==> src/sv/psrf_pkg.sv <==
// Shared types and constants for the path slice run filter.
package psrf_pkg;

	// Width of one slice bitmap and of the run length threshold.
	localparam int SLICE_W = 64;
	localparam int MIN_RUN_W = 7;
	localparam int COUNT_W = 6;

	// Slices the scanner examines in one cycle.
	localparam int SCAN_LANES = 4;

	// Status of the queue between the accumulator and the scanner.
	typedef struct packed {
		logic full;
		logic empty;
	} q_status_t;

endpackage

==> src/sv/psrf_front.sv <==
// Front end: accepts edge bitmaps and builds the path intersection.
module psrf_front
	import psrf_pkg::*;
#(
	parameter int NUM_SLICES = 64
) (
	input  logic               clk,
	input  logic               arst_n,
	input  logic               accept,
	input  logic [SLICE_W-1:0] edge_slices,
	input  logic               last_edge,
	output logic               push,
	output logic [SLICE_W-1:0] push_bits
);

	localparam logic [SLICE_W-1:0] SLICE_MASK = {SLICE_W{1'b1}} >> (SLICE_W - NUM_SLICES);

	logic [SLICE_W-1:0] acc_q;
	logic               first_q;
	logic [SLICE_W-1:0] acc_next;

	// The first edge of a path loads the accumulator, later edges narrow it.
	always_comb begin
		if (first_q) begin
			acc_next = edge_slices & SLICE_MASK;
		end else begin
			acc_next = acc_q & edge_slices & SLICE_MASK;
		end
	end

	assign push      = accept & last_edge;
	assign push_bits = acc_next;

	// The last edge hands the intersection to the queue and starts a new path.
	always_ff @(posedge clk or negedge arst_n) begin
		if (!arst_n) begin
			acc_q   <= '0;
			first_q <= 1'b1;
		end else if (accept) begin
			if (last_edge) begin
				acc_q   <= '0;
				first_q <= 1'b1;
			end else begin
				acc_q   <= acc_next;
				first_q <= 1'b0;
			end
		end
	end

endmodule

==> src/sv/psrf_queue.sv <==
// Two-entry queue of finished path intersections waiting for the scanner.
module psrf_queue
	import psrf_pkg::*;
(
	input  logic               clk,
	input  logic               arst_n,
	input  logic               push,
	input  logic [SLICE_W-1:0] push_bits,
	input  logic               pop,
	output logic [SLICE_W-1:0] pop_bits,
	output q_status_t          status
);

	logic [SLICE_W-1:0] mem_q [2];
	logic               wr_ptr_q;
	logic               rd_ptr_q;
	logic [1:0]         count_q;

	assign pop_bits     = mem_q[rd_ptr_q];
	assign status.full  = (count_q == 2'd2);
	assign status.empty = (count_q == 2'd0);

	// Entry storage.
	always_ff @(posedge clk) begin
		if (push) begin
			mem_q[wr_ptr_q] <= push_bits;
		end
	end

	// Pointers and fill count.
	always_ff @(posedge clk or negedge arst_n) begin
		if (!arst_n) begin
			wr_ptr_q <= 1'b0;
			rd_ptr_q <= 1'b0;
			count_q  <= 2'd0;
		end else begin
			if (push) begin
				wr_ptr_q <= ~wr_ptr_q;
			end
			if (pop) begin
				rd_ptr_q <= ~rd_ptr_q;
			end
			if (push && !pop) begin
				count_q <= count_q + 2'd1;
			end else if (pop && !push) begin
				count_q <= count_q - 2'd1;
			end
		end
	end

endmodule

==> src/sv/psrf_back.sv <==
// Back end: scans an intersection for runs a few slices per cycle.
module psrf_back
	import psrf_pkg::*;
#(
	parameter int NUM_SLICES = 64
) (
	input  logic                 clk,
	input  logic                 arst_n,
	input  logic [MIN_RUN_W-1:0] min_run,
	input  q_status_t            q_status,
	input  logic [SLICE_W-1:0]   q_bits,
	output logic                 pop,
	output logic                 done,
	output logic [SLICE_W-1:0]   path_slices,
	output logic [SLICE_W-1:0]   usable_slices,
	output logic [COUNT_W-1:0]   fragment_count
);

	localparam int STEPS  = (NUM_SLICES + SCAN_LANES - 1) / SCAN_LANES;
	localparam int STEP_W = $clog2(STEPS + 1);
	localparam logic [STEP_W-1:0] LAST_STEP = STEP_W'(STEPS - 1);

	typedef enum logic {
		ST_IDLE,
		ST_SCAN
	} state_t;

	state_t             state_q;
	logic [STEP_W-1:0]  step_q;
	logic [SLICE_W-1:0] bits_q;
	logic [SLICE_W-1:0] work_q;
	logic [SLICE_W-1:0] pos_q;
	logic [SLICE_W-1:0] cur_q;
	logic [SLICE_W-1:0] use_q;
	logic [6:0]         len_q;
	logic [6:0]         cnt_q;

	logic [SLICE_W-1:0] cur_d;
	logic [SLICE_W-1:0] use_d;
	logic [SLICE_W-1:0] use_fin;
	logic [6:0]         len_d;
	logic [6:0]         cnt_d;

	assign pop = (state_q == ST_IDLE) && !q_status.empty;

	// One slice per lane: extend, open or close the current run.
	always_comb begin
		cur_d = cur_q;
		use_d = use_q;
		len_d = len_q;
		cnt_d = cnt_q;
		for (int k = 0; k < SCAN_LANES; k++) begin
			if (work_q[k]) begin
				if (len_d == 7'd0) begin
					cnt_d = cnt_d + 7'd1;
				end
				cur_d = cur_d | (pos_q << k);
				len_d = len_d + 7'd1;
			end else begin
				if ((len_d != 7'd0) && (len_d >= min_run)) begin
					use_d = use_d | cur_d;
				end
				cur_d = '0;
				len_d = 7'd0;
			end
		end
		// A run that reaches the top slice closes at the end of the scan.
		use_fin = use_d;
		if ((len_d != 7'd0) && (len_d >= min_run)) begin
			use_fin = use_d | cur_d;
		end
	end

	// Sequencer, scan registers and the result strobe.
	always_ff @(posedge clk or negedge arst_n) begin
		if (!arst_n) begin
			state_q <= ST_IDLE;
			step_q  <= '0;
			done    <= 1'b0;
		end else begin
			done <= 1'b0;
			unique case (state_q)
				ST_IDLE: begin
					if (!q_status.empty) begin
						state_q <= ST_SCAN;
						step_q  <= '0;
						bits_q  <= q_bits;
						work_q  <= q_bits;
						pos_q   <= SLICE_W'(1);
						cur_q   <= '0;
						use_q   <= '0;
						len_q   <= 7'd0;
						cnt_q   <= 7'd0;
					end
				end
				ST_SCAN: begin
					work_q <= work_q >> SCAN_LANES;
					pos_q  <= pos_q << SCAN_LANES;
					cur_q  <= cur_d;
					use_q  <= use_d;
					len_q  <= len_d;
					cnt_q  <= cnt_d;
					step_q <= step_q + STEP_W'(1);
					if (step_q == LAST_STEP) begin
						state_q        <= ST_IDLE;
						done           <= 1'b1;
						path_slices    <= bits_q;
						usable_slices  <= use_fin;
						fragment_count <= cnt_d[COUNT_W-1:0];
					end
				end
				default: begin
					state_q <= ST_IDLE;
				end
			endcase
		end
	end

endmodule

==> src/sv/path_slice_run_filter.sv <==
// Top level of the path slice run filter: edge accumulator, queue and run scanner.
//
// Usage: drive one edge bitmap per transaction on edge_slices with last_edge,
// and raise start. The edge is taken at a rising edge where start is high and
// busy is low. The first edge of a path loads the intersection and every later
// edge is ANDed into it in the same cycle, so edges can follow back to back.
// The edge marked last closes the path and moves the intersection into a
// two-entry queue; busy is high only while that queue is full.
// The scanner pops a path and walks its bitmap four slices a cycle. A result
// appears for one cycle with done high: path_slices, usable_slices (runs of
// at least min_run slices) and fragment_count. A closed path waits in the
// queue, then the scanner pops it and registers done at its last scan step;
// the scanner takes a new path only once it has finished the last one and
// is back in idle. The receiver cannot stall: the result must be captured in
// the cycle done is high.
// min_run is written through cfg_valid/cfg_data; cfg_ready is always high.
// Write it only while no path is in flight. Reset sets min_run to one, empties
// the queue and makes the next edge start a new path.
module path_slice_run_filter
	import psrf_pkg::*;
#(
	parameter int NUM_SLICES = 64
) (
	input  logic                 clk,
	input  logic                 arst_n,
	input  logic                 start,
	output logic                 busy,
	input  logic [SLICE_W-1:0]   edge_slices,
	input  logic                 last_edge,
	input  logic                 cfg_valid,
	output logic                 cfg_ready,
	input  logic [MIN_RUN_W-1:0] cfg_data,
	output logic                 done,
	output logic [SLICE_W-1:0]   path_slices,
	output logic [SLICE_W-1:0]   usable_slices,
	output logic [COUNT_W-1:0]   fragment_count
);

	logic                 accept;
	logic                 push;
	logic [SLICE_W-1:0]   push_bits;
	logic                 pop;
	logic [SLICE_W-1:0]   pop_bits;
	q_status_t            q_status;
	logic [MIN_RUN_W-1:0] min_run_q;

	assign busy      = q_status.full;
	assign accept    = start && !busy;
	assign cfg_ready = 1'b1;

	// Run length threshold register.
	always_ff @(posedge clk or negedge arst_n) begin
		if (!arst_n) begin
			min_run_q <= MIN_RUN_W'(1);
		end else if (cfg_valid && cfg_ready) begin
			min_run_q <= cfg_data;
		end
	end

	psrf_front #(
		.NUM_SLICES(NUM_SLICES)
	) u_front (
		.clk        (clk),
		.arst_n     (arst_n),
		.accept     (accept),
		.edge_slices(edge_slices),
		.last_edge  (last_edge),
		.push       (push),
		.push_bits  (push_bits)
	);

	psrf_queue u_queue (
		.clk      (clk),
		.arst_n   (arst_n),
		.push     (push),
		.push_bits(push_bits),
		.pop      (pop),
		.pop_bits (pop_bits),
		.status   (q_status)
	);

	psrf_back #(
		.NUM_SLICES(NUM_SLICES)
	) u_back (
		.clk           (clk),
		.arst_n        (arst_n),
		.min_run       (min_run_q),
		.q_status      (q_status),
		.q_bits        (pop_bits),
		.pop           (pop),
		.done          (done),
		.path_slices   (path_slices),
		.usable_slices (usable_slices),
		.fragment_count(fragment_count)
	);

	// Kept runs are always part of the intersection.
	a_usable_subset: assert property (@(posedge clk) disable iff (!arst_n)
		done |-> ((usable_slices & ~path_slices) == '0))
		else $error("usable_slices holds a slice outside path_slices");

	// An empty intersection has no runs and a nonempty one has at least one.
	a_count_zero: assert property (@(posedge clk) disable iff (!arst_n)
		done |-> ((path_slices == '0) == (fragment_count == '0)))
		else $error("fragment_count disagrees with path_slices");

	// A result strobe lasts one cycle, since the scanner passes through idle between scans.
	a_done_pulse: assert property (@(posedge clk) disable iff (!arst_n)
		done |=> !done)
		else $error("done held for more than one cycle");

	// A full queue never takes another path.
	a_no_overflow: assert property (@(posedge clk) disable iff (!arst_n)
		q_status.full |-> !push)
		else $error("push into a full queue");

endmodule

==> config.mk <==
export PLATFORM = sky130hd
export DESIGN_NAME = path_slice_run_filter
export DESIGN_NICKNAME = d
export VERILOG_FILES = /design/src/sv/psrf_pkg.sv /design/src/sv/psrf_front.sv /design/src/sv/psrf_queue.sv /design/src/sv/psrf_back.sv /design/src/sv/path_slice_run_filter.sv
export SDC_FILE = /design/constraint.sdc
export NUM_CORES = 1
export LEC_CHECK = 0
export BUFFER_PORTS_ARGS = -buffer_cell sky130_fd_sc_hd__buf_2
export CORE_ASPECT_RATIO = 1.75
export CORE_UTILIZATION = 60
export CTS_CLUSTER_DIAMETER = 200
export DETAILED_ROUTE_END_ITERATION = 10
export PLACE_DENSITY = 0.92
export SLEW_MARGIN = 20
export SYNTH_ARGS = -nofsm -noshare
export SYNTH_HDL_FRONTEND = slang
export SYNTH_SLANG_ARGS = --single-unit
==> constraint.sdc <==
create_clock -name clk -period 14.09 [get_ports clk]
set_input_delay 0.7045 -clock clk [delete_from_list [all_inputs] [get_ports clk]]
set_output_delay 0.7045 -clock clk [all_outputs]
set_load 0.01 [all_outputs]
Word-level counts from Yosys, hierarchy flattened
Memories as Yosys holds them, arrays and structs flattened.
Cells that the tools add are included.
{"block": "totals", "regBits": 551, "ram_bits": 128, "wordCells": 130, "memories": 1}
{"block": "classes", "n_addsub": 11, "magnitude_cmp": 5, "eq_ne": 3, "n_mux": 49, "n_bitwise": 15, "n_reduce_logical": 27}
{"name": "u_queue.mem_q", "words": 2, "word_bits": 64, "rd": 1, "rd_clocked_by_memory_dff": 0, "wr": 1, "line_no": "psrf_queue.sv:14", "text": "logic [SLICE_W-1:0] mem_q [2];"}
{"cell": "$mux 64", "count": 18}
{"cell": "$or 64x64->64", "count": 9}
{"cell": "$pmux 64 s2", "count": 4}
{"cell": "$mux 7", "count": 13}
{"cell": "$and 64x64->64", "count": 1}
{"cell": "$add 7x1->7 const B", "count": 8}
{"cell": "$ge 7x7->1", "count": 5}
{"cell": "$reduce_bool 7->1", "count": 5}
{"cell": "$logic_not 7->1", "count": 4}
{"cell": "$pmux 7 s2", "count": 2}
{"cell": "$pmux 5 s2", "count": 1}
{"cell": "$logic_and 1x1->1", "count": 9}
{"cell": "$mux 1", "count": 7}
{"cell": "$reduce_and 3->1", "count": 2}
{"cell": "$add 5x1->5 const B", "count": 1}
{"cell": "$eq 5x4->1 const B", "count": 1}
{"cell": "$mux 5", "count": 1}
{"cell": "$logic_not 1->1", "count": 4}
{"cell": "$mux 2", "count": 2}
{"cell": "$not 1->1", "count": 4}
{"cell": "$add 2x1->2 const B", "count": 1}
{"cell": "$eq 2x2->1 const B", "count": 1}
{"cell": "$logic_not 2->1", "count": 1}
{"cell": "$ne 2x2->1 const B", "count": 1}
{"cell": "other kinds (5)", "count": 5}

Depth between registers and ports, before layout
Gate-level depths: netlist (run 1).
{"block": "depth", "depth_word": 15, "mapped_depth": 26}

Modules after synthesis
From an unflattened synthesis (run 1), not the netlist that was laid out.
{"block": "hier_totals", "cells_unflattened": 1847, "area_unflattened_um2": 27492.6}
{"module": "psrf_back", "n_inst": 1, "cells_each": 1326, "area_each_um2": 18470.2, "seq_area_each_um2": 12757.2}
{"module": "psrf_queue", "n_inst": 1, "cells_each": 215, "area_each_um2": 5011.1, "seq_area_each_um2": 3943.8}
{"module": "psrf_front", "n_inst": 1, "cells_each": 288, "area_each_um2": 3701.0, "seq_area_each_um2": 1627.8}
{"module": "path_slice_run_filter", "n_inst": 1, "cells_each": 18, "area_each_um2": 310.3, "seq_area_each_um2": 176.4}

Least setup slack after synthesis (run 1)
Ideal clock, no wire load.
{"block": "synth_path", "path_kind": "register to register", "start": "register u_back.state_q", "end": "register u_back.cnt_q[0], enable pin", "setup_time_ns": 0.876, "arrival_ns": 11.594, "t_required_ns": 13.214, "path_slack_ns": 1.620, "stages_incl_launch_ff": 6, "path_cell_list": "dfrtp_1 clkbuf_1 clkinv_1 clkbuf_1 clkbuf_1 a21oi_1"}
{"block": "synth_via", "elab_chain_cells": 3}
{"element": "start, declared", "line_no": "psrf_back.sv:28", "text": "state_t state_q;"}
{"element": "start signal, assigned", "line_no": "psrf_back.sv:77", "text": "state_q <= ST_IDLE;"}
{"element": "start signal, assigned", "line_no": "psrf_back.sv:85", "text": "state_q <= ST_SCAN;"}
{"element": "start signal, assigned", "line_no": "psrf_back.sv:105", "text": "state_q <= ST_IDLE;"}
{"element": "$not 1->1 (no source line)"}
{"element": "$ne 2x2->1 (no source line)"}
{"element": "$reduce_and 2->1 (no source line)"}
{"element": "end signal, assigned", "line_no": "psrf_back.sv:102", "text": "cnt_q <= cnt_d;"}
{"element": "end, declared", "line_no": "psrf_back.sv:36", "text": "logic [6:0] cnt_q;"}
No other way between the ends.
A chain may end at the register's enable or synchronous reset.

Worst setup path in the final report (run 1)
{"block": "layout_path", "start": "register u_back.len_q[0]", "end": "register u_back.use_q[0], data pin"}
{"block": "layout_via", "elab_chain_cells": 14, "elab_cells_between_ends": 30}
{"element": "start, declared", "line_no": "psrf_back.sv:35", "text": "logic [6:0] len_q;"}
{"element": "start signal, assigned", "line_no": "psrf_back.sv:101", "text": "len_q <= len_d;"}
{"element": "parallel branches: the longest is 12 deep, another holds $add 7x1->7"}
{"element": "$mux 64 *", "line_no": "psrf_back.sv:53", "text": "if (work_q[k]) begin"}
{"element": "$pmux 64 s2 *", "line_no": "psrf_back.sv:82", "text": "unique case (state_q)"}
{"element": "end signal, assigned", "line_no": "psrf_back.sv:100", "text": "use_q <= use_d;"}
{"element": "end, declared", "line_no": "psrf_back.sv:34", "text": "logic [SLICE_W-1:0] use_q;"}
Every way passes the cells marked *.

==> reports/qor.csv, run 1 <==
stage,metric,value,unit
status,status,completed,
route,vias per cell,6.31,
power,Leakage,0.0111,uW
final_layout,Filler cells,2924,
clock_tree,Sink Count,630,
synth,Cells after Synth,1935,
timing,Peak Freq,155,MHz
clock_tree,maximum buffer depth of the clock tree,3,
clock_tree,CTS tree,done,
final_layout,Layout area overhead,11.9,%
synth,library cells used by synthesis,79,
synth,post-synthesis async set-or-reset flop share,13.2,%
clock_tree,clk root buf,clkbuf_16,
timing,Final Max Tran Viols,0,
clock_tree,H-tree depth,2,
floorplan,Rows,102,
synth,sequential area share after synthesis,69.0,%
critical_path,reg2reg end,u_back.use_q[0],
critical_path,critical path class,reg2reg,
timing,RSZ-0062 raised after global routing,no,
global_routing,initial antenna violation count,8,
timing,Slew Limit Headroom,26.3,%
clock_tree,CTS Hold Buffers Added,0,
route,drt initial violations,1512,
timing,Final Critical Period,6.44,ns
floorplan,I/O pin cnt,213,
synth,"Top FF cell, synth",edfxtp_1,
clock_tree,Post-CTS Setup Bufs,0,
route,# DRC,0,
synth,register bit total from synthesis,630,
timing,setup tns final,0,ns
final_layout,"commonest non-fill, non-tap cell in the layout",edfxtp_1,
route,number of detailed-route iterations in the first pass,5,
synth,number of flops mapped to enable cells by yosys,547,
timing,worst-margin pin slew,1.11,ns
critical_path,R2R setup slack,7.65,ns
power,Max IR drop VDD,0.000156,V
final_layout,Final nets,2217,
critical_path,R2R depth,19,
critical_path,worst path arrival time,6.84,ns
floorplan,die area,45600,sq um
final_layout,most frequent cells in the layout,"edfxtp_1 (547), buf_2 (210), nand2_1 (205), nor2_1 (158), mux2_2 (127)",
timing,Final setup viols,0,
critical_path,worst r2r src,u_back.len_q[0],
clock_tree,total CTS buffers,52,
global_routing,first-pass GRT wire length,96.3,mm
clock_tree,clk slew on worst S/H paths,0.08,ns
power,pwr/cell area,183,nW/um^2
clock_tree,worst skew pair latency,0.60,ns
route,DRT Wirelength,63.7,mm
route,DR WL/cell,23.5,microns
critical_path,CP endpoint kind,flop,
synth,syn nets,2057,
timing,Final Hold Viols,0,
floorplan,core area,44200,sq um
global_routing,global route overflow,0,
final_layout,share of cells above drive strength 1,22.5,%
clock_tree,post-CTS sizing,0,
timing,Layout Skew,0.0228,ns
worst_hold_path,worst hold path type,in2async,
power,Final Total Pwr,5480,uW
critical_path,crit start category,flop,
floorplan,Starting Density,60.7,%
flow_run,Max-cap violations,0,
global_routing,largest net degree at the start of global routing,82,
route,Routed Antenna Nets,0,
floorplan,Die W,162,microns
synth,Netlist Area Pre-Place,26800,sq um
route,vias after detailed routing,17100,
placement,post-DP HPWL,40.2,mm
timing,fin crit share,45.7,%
floorplan,Die H,282,microns
placement,GPL Wtd Cong,0.936,
critical_path,critical path required time,14.49,ns
synth,Mean Syn Cell Area,13.9,sq um
synth,yosys warns,0,
global_routing,overall routing resource usage,27.9,%
global_routing,vias in the first global route,17400,
placement,PortBufs,211,
critical_path,worst-path fanout max,49,
## worst max-delay path: stages, from the launching register on
cell	delay [ns]
edfxtp_1	0.55
inv_1	0.16
ha_1	0.53
nand2_1	0.12
inv_1	0.14
ha_1	0.42
nand3_1	0.31
nand4bb_1	0.35
xor2_1	0.36
nand2_1	0.14
inv_1	0.10
ha_1	0.14
a21o_1	0.10
a31oi_1	0.05
o22ai_2	0.66
a32o_1	0.66
a21o_1	0.15
buf_4	0.50
nand2_1	0.45
o21ai_0	0.34
## synthesized netlist by cell type (4+ instances only)
cell | n | share of area (%)
nand2b_1 | 10 | 0.23
a221oi_1 | 29 | 0.95
o21ai_0 | 119 | 2.2
a21oi_1 | 103 | 1.9
buf_6 | 10 | 0.42
nand2_1 | 206 | 2.9
inv_1 | 22 | 0.31
xnor2_1 | 19 | 0.62
and3_1 | 12 | 0.28
nor2_1 | 162 | 2.3
mux2_2 | 127 | 5.3
mux2i_1 | 4 | 0.15
and2_1 | 35 | 0.82
a21o_1 | 30 | 0.84
buf_2 | 13 | 0.24
o21a_1 | 67 | 1.9
clkbuf_1 | 87 | 1.2
nand4_1 | 6 | 0.14
nor3_1 | 8 | 0.15
ha_1 | 46 | 2.1
dfrtp_1 | 81 | 7.6
a221oi_2 | 4 | 0.22
xor2_1 | 14 | 0.46
buf_1 | 10 | 0.14
a31oi_1 | 22 | 0.51
buf_4 | 4 | 0.11
nand3_1 | 17 | 0.32
a221o_1 | 48 | 1.8
edfxtp_1 | 547 | 61
or3_1 | 5 | 0.12
## layer usage
layer / share of wire, % / wire length, microns / up-vias / GRT usage, %
li1: - / - / 7559 / -
met1: 33 / 21300 / 8440 / 29.9
met2: 54 / 34200 / 920 / 51.3
met3: 7.8 / 4990 / 194 / 5.21
met4: 4.9 / 3120 / 12 / 15.0
met5: 0.11 / 69 / - / 0
## cell families (layout without fill, tap and decap cells)
logic type,count (synthesis),in the layout,synth area share (%)
and+or+nand+nor,476,476,7.67
other,1,2,0.0140
buffers and inverters,151,355,2.51
DFF,630,630,69.0
adders and majority gates,46,46,2.15
AOI/OAI and AO/OA,463,463,11.8
xor gates and xnor gates,35,35,1.20
muxes,133,133,5.62
## how the worst max path moves through the flow
stage	start	end	depth (start not counted)
5_1_grt	u_back.len_q[0]	u_back.use_q[0]	19
4_1_cts	u_back.len_q[0]	u_back.use_q[0]	19
6_report	u_back.len_q[0]	u_back.use_q[0]	19
3_5_place_dp	u_back.len_q[0]	u_back.use_q[0]	19
3_3_place_gp	u_back.len_q[0]	u_back.use_q[40]	19
2_1_floorplan	u_back.state_q	u_back.cnt_q[0]	5
## layout make-up
cell class	count	area, sq um	share of cell area (%)
sequential	630	18500	61.7
multi-input combinational	1154	7690	25.6
clock buffer	64	1360	4.52
timing repair buffer	231	1210	4.03
tap	572	716	2.39
clock inverter	34	428	1.43
inverter	26	100	0.334
antenna	1	2.50	0.00834
## through the flow
step	instances	utilization [%]	worst slack, ns	cell area [sq um]	hold slack [ns]
2_1_floorplan	1935	-	1.62	26800	0.400
3_3_place_gp	2613	63.9	8.14	28200	0.402
3_5_place_dp	2613	63.9	7.82	28200	0.405
4_1_cts	2711	68.0	7.75	30000	0.0409
5_1_grt	2711	68.0	7.32	30000	0.0593
6_report	2712	68.0	7.65	30000	0.0444
## sequential cells by signal, indices dropped and copies added (netlist names)
register / count
u_back.work_q: 64
u_back.state_q: 1
u_back.bits_q: 64
u_back.usable_slices: 64
u_back.step_q: 5
u_back.path_slices: 64
u_front.acc_q: 64
u_back.cur_q: 64
u_queue.rd_ptr_q: 1
u_back.pos_q: 16
u_queue.mem_q: 128
u_back.len_q: 7
u_back.done: 1
u_queue.wr_ptr_q: 1
min_run_q: 7
u_queue.count_q: 2
u_back.cnt_q: 6
u_front.first_q: 1
u_back.fragment_count: 6
u_back.use_q: 64
## power breakdown
group | switching (uW) | internal [uW] | total [uW]
Clock | 669 | 841 | 1510
Sequential | 217 | 2490 | 2710
Combinational | 784 | 474 | 1260
Note: power is estimated with default switching activity, not from simulation.
==> inputs of run 2 (changes only) <==
==> constraint.sdc (replaced) <==
create_clock -name clk -period 6.15 [get_ports clk]
set_input_delay 0.3075 -clock clk [delete_from_list [all_inputs] [get_ports clk]]
set_output_delay 0.3075 -clock clk [all_outputs]
set_load 0.01 [all_outputs]
==> run 2 against run 1 <==
Net effect:
- wire length up 2.7%
- global-route usage up 0.93 points
- count of clock-buffer cells in the layout up 1
- maximum frequency up 13%
- power up 130%
- via count up 1.6%
- combinational power up 130%
- register-to-register slack worse by 7.2 ns
- hold slack better by 0.0021 ns
- die area unchanged
- first-iteration DRC count up 25%
- largest power group unchanged
==> reports/qor.csv, run 2 (synthesis gave the netlist of run 1 again) <==
stage,metric,value,unit,change
status,status,completed,,unchanged
clock_tree,worst skew pair latency,0.59,ns,was 0.60 ns
global_routing,global route overflow,0,,unchanged
timing,setup tns final,0,ns,unchanged
timing,Peak Freq,176,MHz,was 155 MHz
placement,GPL Wtd Cong,0.927,,was 0.936
route,vias per cell,6.35,,was 6.31
power,switching share of total power,30.7,%,was 30.5%
clock_tree,H-tree depth,2,,unchanged
placement,post-DP HPWL,41.0,mm,was 40.2 mm
final_layout,Reg with most FFs,u_queue.mem_q,,unchanged
final_layout,Final nets,2240,,was 2217
route,number of detailed-route iterations in the first pass,6,,was 5
power,Leakage,0.0112,uW,was 0.0111 uW
power,clock power share,27.3,%,was 27.6%
timing,Layout Skew,0.0203,ns,was 0.0228 ns
final_layout,"commonest non-fill, non-tap cell in the layout",edfxtp_1,,unchanged
clock_tree,Post-CTS Setup Bufs,0,,unchanged
critical_path,CP endpoint kind,flop,,unchanged
critical_path,R2R depth,19,,unchanged
clock_tree,clk root buf,clkbuf_16,,unchanged
critical_path,Critical Path Max Stage Delay,0.67,ns,was 0.66 ns
floorplan,die area,45600,sq um,unchanged
placement,pre-CTS WS,0.574,ns,was 7.82 ns
critical_path,worst-path fanout max,20,,was 49
critical_path,critical path required time,6.55,ns,was 14.49 ns
floorplan,Die W,162,microns,unchanged
timing,Final Critical Period,5.68,ns,was 6.44 ns
power,NetSw,3850,uW,was 1670 uW
final_layout,Layout area overhead,12.7,%,was 11.9%
flow_run,Max-cap violations,0,,unchanged
critical_path,Critical-path top delay cell,a21o_1,,was o22ai_2
power,Max IR drop VDD,0.000356,V,was 0.000156 V
critical_path,worst path arrival time,6.08,ns,was 6.84 ns
final_layout,share of cells above drive strength 1,23.0,%,was 22.5%
final_layout,fin util,68.4,%,was 68.0%
clock_tree,clk slew on worst S/H paths,0.07,ns,was 0.08 ns
timing,Final Max Tran Viols,0,,unchanged
power,pwr/cell area,416,nW/um^2,was 183 nW/um^2
power,Int Power,8710,uW,was 3810 uW
floorplan,core area,44200,sq um,unchanged
clock_tree,maximum buffer depth of the clock tree,3,,unchanged
route,drt initial violations,1885,,was 1512
global_routing,overall routing resource usage,28.8,%,was 27.9%
floorplan,Starting Density,60.7,%,unchanged
timing,worst setup margin,0.469,ns,was 7.65 ns
floorplan,I/O pin cnt,213,,unchanged
clock_tree,CTS tree,done,,unchanged
clock_tree,CTS Hold Buffers Added,8,,was 0
critical_path,worst-path cell chain,"inv_1, ha_1, nand2_1, ha_1, and2_1, o2111ai_1, nor2_1, and3_1, xnor2_2, nor2_1, ha_1, nand3_1, o21ai_0, a21oi_1, nor2_1, a32o_1, a21o_1, nand2_1, o21ai_0",,"was inv_1, ha_1, nand2_1, inv_1, ha_1, nand3_1, nand4bb_1, xor2_1, nand2_1, inv_1, ha_1, a21o_1, a31oi_1, o22ai_2, a32o_1, a21o_1, buf_4, nand2_1, o21ai_0"
power,Flop pwr share,49.8,%,was 49.5%
route,vias after detailed routing,17400,,was 17100
final_layout,most frequent cells in the layout,"edfxtp_1 (547), buf_2 (210), nand2_1 (205), nor2_1 (159), mux2_2 (127)",,"was edfxtp_1 (547), buf_2 (210), nand2_1 (205), nor2_1 (158), mux2_2 (127)"
route,Routed Antenna Nets,0,,unchanged
timing,Slew Limit Headroom,23.8,%,was 26.3%
global_routing,first-pass GRT wire length,99.3,mm,was 96.3 mm
clock_tree,post-CTS sizing,0,,unchanged
timing,worst-margin pin slew,1.14,ns,was 1.11 ns
critical_path,crit start category,flop,,unchanged
timing,RSZ-0062 raised after global routing,no,,unchanged
route,# DRC,0,,unchanged
global_routing,vias in the first global route,17900,,was 17400
placement,PortBufs,211,,unchanged
clock_tree,Sink Count,630,,unchanged
floorplan,Die H,282,microns,unchanged
critical_path,Worst Path Buf+Inv,1,,was 4
timing,Final Hold Viols,0,,unchanged
critical_path,critical path's top delay family,simple AND/OR/NAND/NOR gates,,was compound AO/OA/AOI/OAI gates
timing,fin crit share,92.4,%,was 45.7%
power,combinational power share,22.9,%,was 23.0%
route,DRT Wirelength,65.4,mm,was 63.7 mm
worst_hold_path,worst hold path type,in2reg,,was in2async
global_routing,initial antenna violation count,6,,was 8
global_routing,largest net degree at the start of global routing,183,,was 82
final_layout,Largest register FFs,128,,unchanged
critical_path,critical path class,reg2reg,,unchanged
worst_hold_path,Hold Path Cell Cnt,2,,
route,DR WL/cell,23.9,microns,was 23.5 microns
clock_tree,total CTS buffers,54,,was 52
floorplan,Rows,102,,unchanged
timing,Final setup viols,0,,unchanged
critical_path,Worst path depth,19,,unchanged
==> run 2: changes by cell type in the layout (fill, tap and decap cells not counted), moves of 2 or more <==
| cell | delta |
|---|---|
| buf_4 | +11 |
| dlygate4sd3_1 | +8 |
| clkbuf_1 | -6 |
| clkinv_1 | +5 |
| bufinv_16 | -4 |
| clkbuf_16 | +4 |
| clkinv_2 | +4 |
| clkbuf_8 | +3 |
| buf_12 | +2 |
| clkinvlp_4 | -2 |
| inv_6 | -2 |
==> run 2: final timing paths <==
kind | start | endpoint | slack [ns]
max | u_back.len_q[0] | u_back.use_q[24] | 0.47
min | edge_slices[31] | u_queue.mem_q[0][31] | 0.05
max reg2reg | u_back.len_q[0] | u_back.use_q[24] | 0.47
min reg2reg | u_back.bits_q[42] | u_back.path_slices[42] | 0.42
max in group asynchronous | arst_n | u_front.acc_q[47] | 4.72
min in group asynchronous | arst_n | u_front.acc_q[22] | 0.23
==> run 2: worst reg2reg max path, cell delays in order, from the launching register on <==
cell	delay, ns
edfxtp_1	0.56
inv_1	0.15
ha_1	0.33
nand2_1	0.07
ha_1	0.35
and2_1	0.34
o2111ai_1	0.22
nor2_1	0.19
and3_1	0.35
xnor2_2	0.19
nor2_1	0.07
ha_1	0.30
nand3_1	0.08
o21ai_0	0.17
a21oi_1	0.10
nor2_1	0.15
a32o_1	0.21
a21o_1	0.67
nand2_1	0.60
o21ai_0	0.39
==> run 2: power groups by stage <==
stage          registers (uW)  clock network (uW)  logic (uW)
2_1_floorplan            6070                   0        2140
4_1_cts                  6240                3470        2850
5_1_grt                  6320                3630        3120
6_report                 6260                3430        2870
3_5_place_dp             6310                   0        2800
3_3_place_gp             6250                   0        2640
==> run 2: per-stage QoR <==
stage	cells	hold slack, ns	total power [uW]	cell area [sq um]
5_1_grt	2736	0.0372	13100	30200
6_report	2737	0.0465	12600	30200
4_1_cts	2735	0.0171	12600	30200
3_3_place_gp	2626	0.285	8890	28300
3_5_place_dp	2626	0.308	9120	28300
2_1_floorplan	1935	0.0119	8210	26800
==> run 2: area by class of cell <==
type / instances / area (sq um)
clock inverters: 36 / 325
diodes: 2 / 5.00
clock buffers: 65 / 1480
multi-input cells: 1154 / 7680
well taps: 572 / 716
fillers: 2910 / 13900
flip-flops and latches: 630 / 18500
repair buffers: 252 / 1410
inverters: 26 / 100
==> run 2: routing by layer <==
| metal | global-route usage [%] | vias to the layer above | share of wire (%) |
|---|---|---|---|
| met1 | 32.1 | 8516 | 34 |
| met5 | 0 | - | 0.067 |
| li1 | - | 7603 | - |
| met3 | 4.32 | 235 | 7.6 |
| met4 | 16.6 | 8 | 5.5 |
| met2 | 52.0 | 1030 | 53 |
==> inputs of run 3 (changes only) <==
--- a/config.mk
+++ b/config.mk
@@ -10,7 +10,7 @@
 export CORE_UTILIZATION = 60
 export CTS_CLUSTER_DIAMETER = 200
 export DETAILED_ROUTE_END_ITERATION = 10
-export PLACE_DENSITY = 0.92
+export PLACE_DENSITY = 0.79
 export SLEW_MARGIN = 20
 export SYNTH_ARGS = -nofsm -noshare
 export SYNTH_HDL_FRONTEND = slang
==> constraint.sdc (replaced) <==
create_clock -name clk -period 5.43 [get_ports clk]
set_input_delay 0.2715 -clock clk [delete_from_list [all_inputs] [get_ports clk]]
set_output_delay 0.2715 -clock clk [all_outputs]
set_load 0.01 [all_outputs]
==> run 3 against run 2 <==
Net effect:
- sequential power grew 12%
- utilization grew 0.34 points
- highest routed layer unchanged
- worst setup slack lost 0.086 ns
- critical endpoint is now u_back.usable_slices[31]
==> reports/qor.csv, run 3 (synthesis gave the netlist of run 1 again) <==
stage,metric,value,unit,change
status,status,completed,,unchanged
power,pwr/cell area,460,nW/um^2,was 416 nW/um^2
route,vias per cell,6.18,,was 6.35
critical_path,Most Frequent Cell on Critical Path,ha_1,,
clock_tree,Sink Count,630,,unchanged
timing,worst-margin pin slew,1.01,ns,was 1.14 ns
clock_tree,worst skew pair latency,0.58,ns,was 0.59 ns
placement,pre-CTS WS,0.235,ns,was 0.574 ns
clock_tree,CTS tree,done,,unchanged
final_layout,Reg with most FFs,u_queue.mem_q,,unchanged
floorplan,die area,45600,sq um,unchanged
critical_path,crit path capture,u_back.usable_slices[31],,was u_back.use_q[24]
clock_tree,clk root buf,clkbuf_16,,unchanged
global_routing,largest net degree at the start of global routing,85,,was 183
power,Max IR drop VDD,0.000358,V,was 0.000356 V
final_layout,Largest register FFs,128,,unchanged
worst_hold_path,worst hold path type,in2reg,,unchanged
route,# DRC,0,,unchanged
final_layout,share of cells above drive strength 1,23.0,%,about the same
floorplan,Starting Density,60.7,%,unchanged
final_layout,fin cells,2757,,was 2737
global_routing,overall routing resource usage,27.3,%,was 28.8%
floorplan,Die H,282,microns,unchanged
route,number of detailed-route iterations in the first pass,7,,was 6
flow_run,Max-cap violations,0,,unchanged
floorplan,Rows,102,,unchanged
placement,Placed Area,28400,sq um,was 28300 sq um
critical_path,critical path required time,5.77,ns,was 6.55 ns
final_layout,Final nets,2267,,was 2240
route,drt initial violations,1892,,was 1885
placement,GPL Wtd Cong,0.876,,was 0.927
timing,Layout Skew,0.0211,ns,was 0.0203 ns
global_routing,initial antenna violation count,7,,was 6
floorplan,I/O pin cnt,213,,unchanged
final_layout,antenna diode count,0,,was 2
final_layout,Multi-input gate area,7690,sq um,was 7680 sq um
clock_tree,maximum buffer depth of the clock tree,3,,unchanged
route,Routed Antenna Nets,0,,unchanged
placement,Inst Count DP,2637,,was 2626
global_routing,first-pass GRT wire length,94.9,mm,was 99.3 mm
global_routing,vias in the first global route,17100,,was 17900
final_layout,final instance area,30400,sq um,was 30200 sq um
critical_path,R2R setup slack,0.38,ns,was 0.47 ns
timing,fin crit share,92.9,%,was 92.4%
timing,Final Critical Period,5.05,ns,was 5.68 ns
timing,Peak Freq,198,MHz,was 176 MHz
final_layout,Reg area,18500,sq um,about the same
critical_path,worst-path cell chain,"inv_1, ha_1, nand2_1, inv_1, ha_1, buf_4, or3_1, a21oi_1, o2bb2ai_1, nor2_1, xnor2_1, and2_1, ha_1, o21ai_0, a21oi_1, a31oi_2, o32ai_2, a31oi_4, o21ai_4, buf_12, a221o_1",,"was inv_1, ha_1, nand2_1, ha_1, and2_1, o2111ai_1, nor2_1, and3_1, xnor2_2, nor2_1, ha_1, nand3_1, o21ai_0, a21oi_1, nor2_1, a32o_1, a21o_1, nand2_1, o21ai_0"
clock_tree,total CTS buffers,52,,was 54
power,Leakage,0.0113,uW,was 0.0112 uW
route,DR WL/cell,22.6,microns,was 23.9 microns
final_layout,most frequent cells in the layout,"edfxtp_1 (547), buf_2 (210), nand2_1 (205), nor2_1 (159), mux2_2 (127)",,unchanged
timing,Final Max Tran Viols,0,,unchanged
critical_path,Critical Path Max Stage Delay,0.55,ns,was 0.67 ns
critical_path,worst-path fanout max,45,,was 20
critical_path,worst path arrival time,5.38,ns,was 6.08 ns
critical_path,reg2reg end,u_back.usable_slices[31],,was u_back.use_q[24]
final_layout,Layout area overhead,13.3,%,was 12.7%
timing,setup tns final,0,ns,unchanged
route,DRT Wirelength,62.3,mm,was 65.4 mm
critical_path,critical path class,reg2reg,,unchanged
power,Final Total Pwr,14000,uW,was 12600 uW
critical_path,R2R depth,21,,was 19
global_routing,global route overflow,0,,unchanged
timing,worst setup margin,0.383,ns,was 0.469 ns
placement,PortBufs,211,,unchanged
timing,Final setup viols,0,,unchanged
clock_tree,H-tree depth,2,,unchanged
critical_path,crit start category,flop,,unchanged
route,vias after detailed routing,17000,,was 17400
final_layout,Filler cells,3075,,was 2910
timing,RSZ-0062 raised after global routing,no,,unchanged
critical_path,Critical-path top delay cell,edfxtp_1,,was a21o_1
floorplan,core area,44200,sq um,unchanged
critical_path,CP endpoint kind,flop,,unchanged
final_layout,"commonest non-fill, non-tap cell in the layout",edfxtp_1,,unchanged
timing,Slew Limit Headroom,33.0,%,was 23.8%
floorplan,Die W,162,microns,unchanged
timing,Final Hold Viols,0,,unchanged
clock_tree,clk slew on worst S/H paths,0.07,ns,about the same
critical_path,worst r2r src,u_back.len_q[0],,unchanged
placement,post-DP HPWL,39.2,mm,was 41.0 mm
critical_path,CP Launch Point,u_back.len_q[0],,unchanged
[run 3: changes by cell type in the layout (fill, tap and decap cells not counted), sizes merged, moves of 2 or more]
cell	previous run	this run
buf	244	260
dlygate4sd3	8	20
clkinv	25	18
clkbuf	65	69
clkinvlp	5	2
diode	2	0
[run 3: worst max-delay path, delay by kind of cell (launching register included)]
kind | cells | cell delay [ns]
XOR/XNOR | 1 | 0.16
buffers and inverters | 4 | 0.64
AND/OR/NAND/NOR | 4 | 0.85
flip-flops | 1 | 0.55
AO/OA/AOI/OAI | 9 | 1.77
adder cells (fa/ha/maj) | 3 | 0.80
[run 3: metrics by stage]
step,utilization [%],hold slack (ns)
2_1_floorplan,-,-0.0241
3_3_place_gp,64.3,0.273
3_5_place_dp,64.4,0.280
4_1_cts,68.6,0.000296
5_1_grt,68.8,0.0105
6_report,68.8,0.0275
[run 3: worst min-delay path by stage]
stage	start	endpoint	slack (ns)	cells after the start
after CTS	edge_slices[60]	u_queue.mem_q[0][60]	0.0003	2
after global routing	edge_slices[61]	u_queue.mem_q[1][61]	0.01	2
after global placement	arst_n	u_front.acc_q[7]	0.27	1
after detailed placement	arst_n	u_front.acc_q[11]	0.28	1
after floorplan	arst_n	min_run_q[1]	-0.02	0
final	edge_slices[21]	u_queue.mem_q[1][21]	0.03	2
[run 3: report_power, final]
| group | total, uW | switching, uW | internal, uW |
|---|---|---|---|
| Clock | 3680 | 1690 | 1990 |
| Combinational | 3290 | 1990 | 1300 |
| Sequential | 7010 | 553 | 6460 |
[run 3: layout make-up]
class | count | area share [%]
Timing Repair Buffer | 280 | 5.59
Clock buffer | 69 | 4.66
Inverter | 26 | 0.330
Sequential cell | 630 | 60.9
Tap cell | 572 | 2.36
Multi-Input combinational cell | 1155 | 25.3
Clock inverter | 25 | 0.787
[run 3: what timing repair did]
item / in CTS / in global routing
hold buffers: 20 / 0
setup endpoints to repair: 0 / 45
hold endpoints to repair: 61 / 0
resized for setup: 0 / 1
setup buffers: 0 / 3
[run 3: routing by layer]
metal	part of all wire [%]	GRT usage, %	routed length (microns)
met5	0.13	0	78
met4	4.1	11.9	2580
met3	6.7	4.31	4180
met2	53	50.1	33200
met1	36	31.2	22200
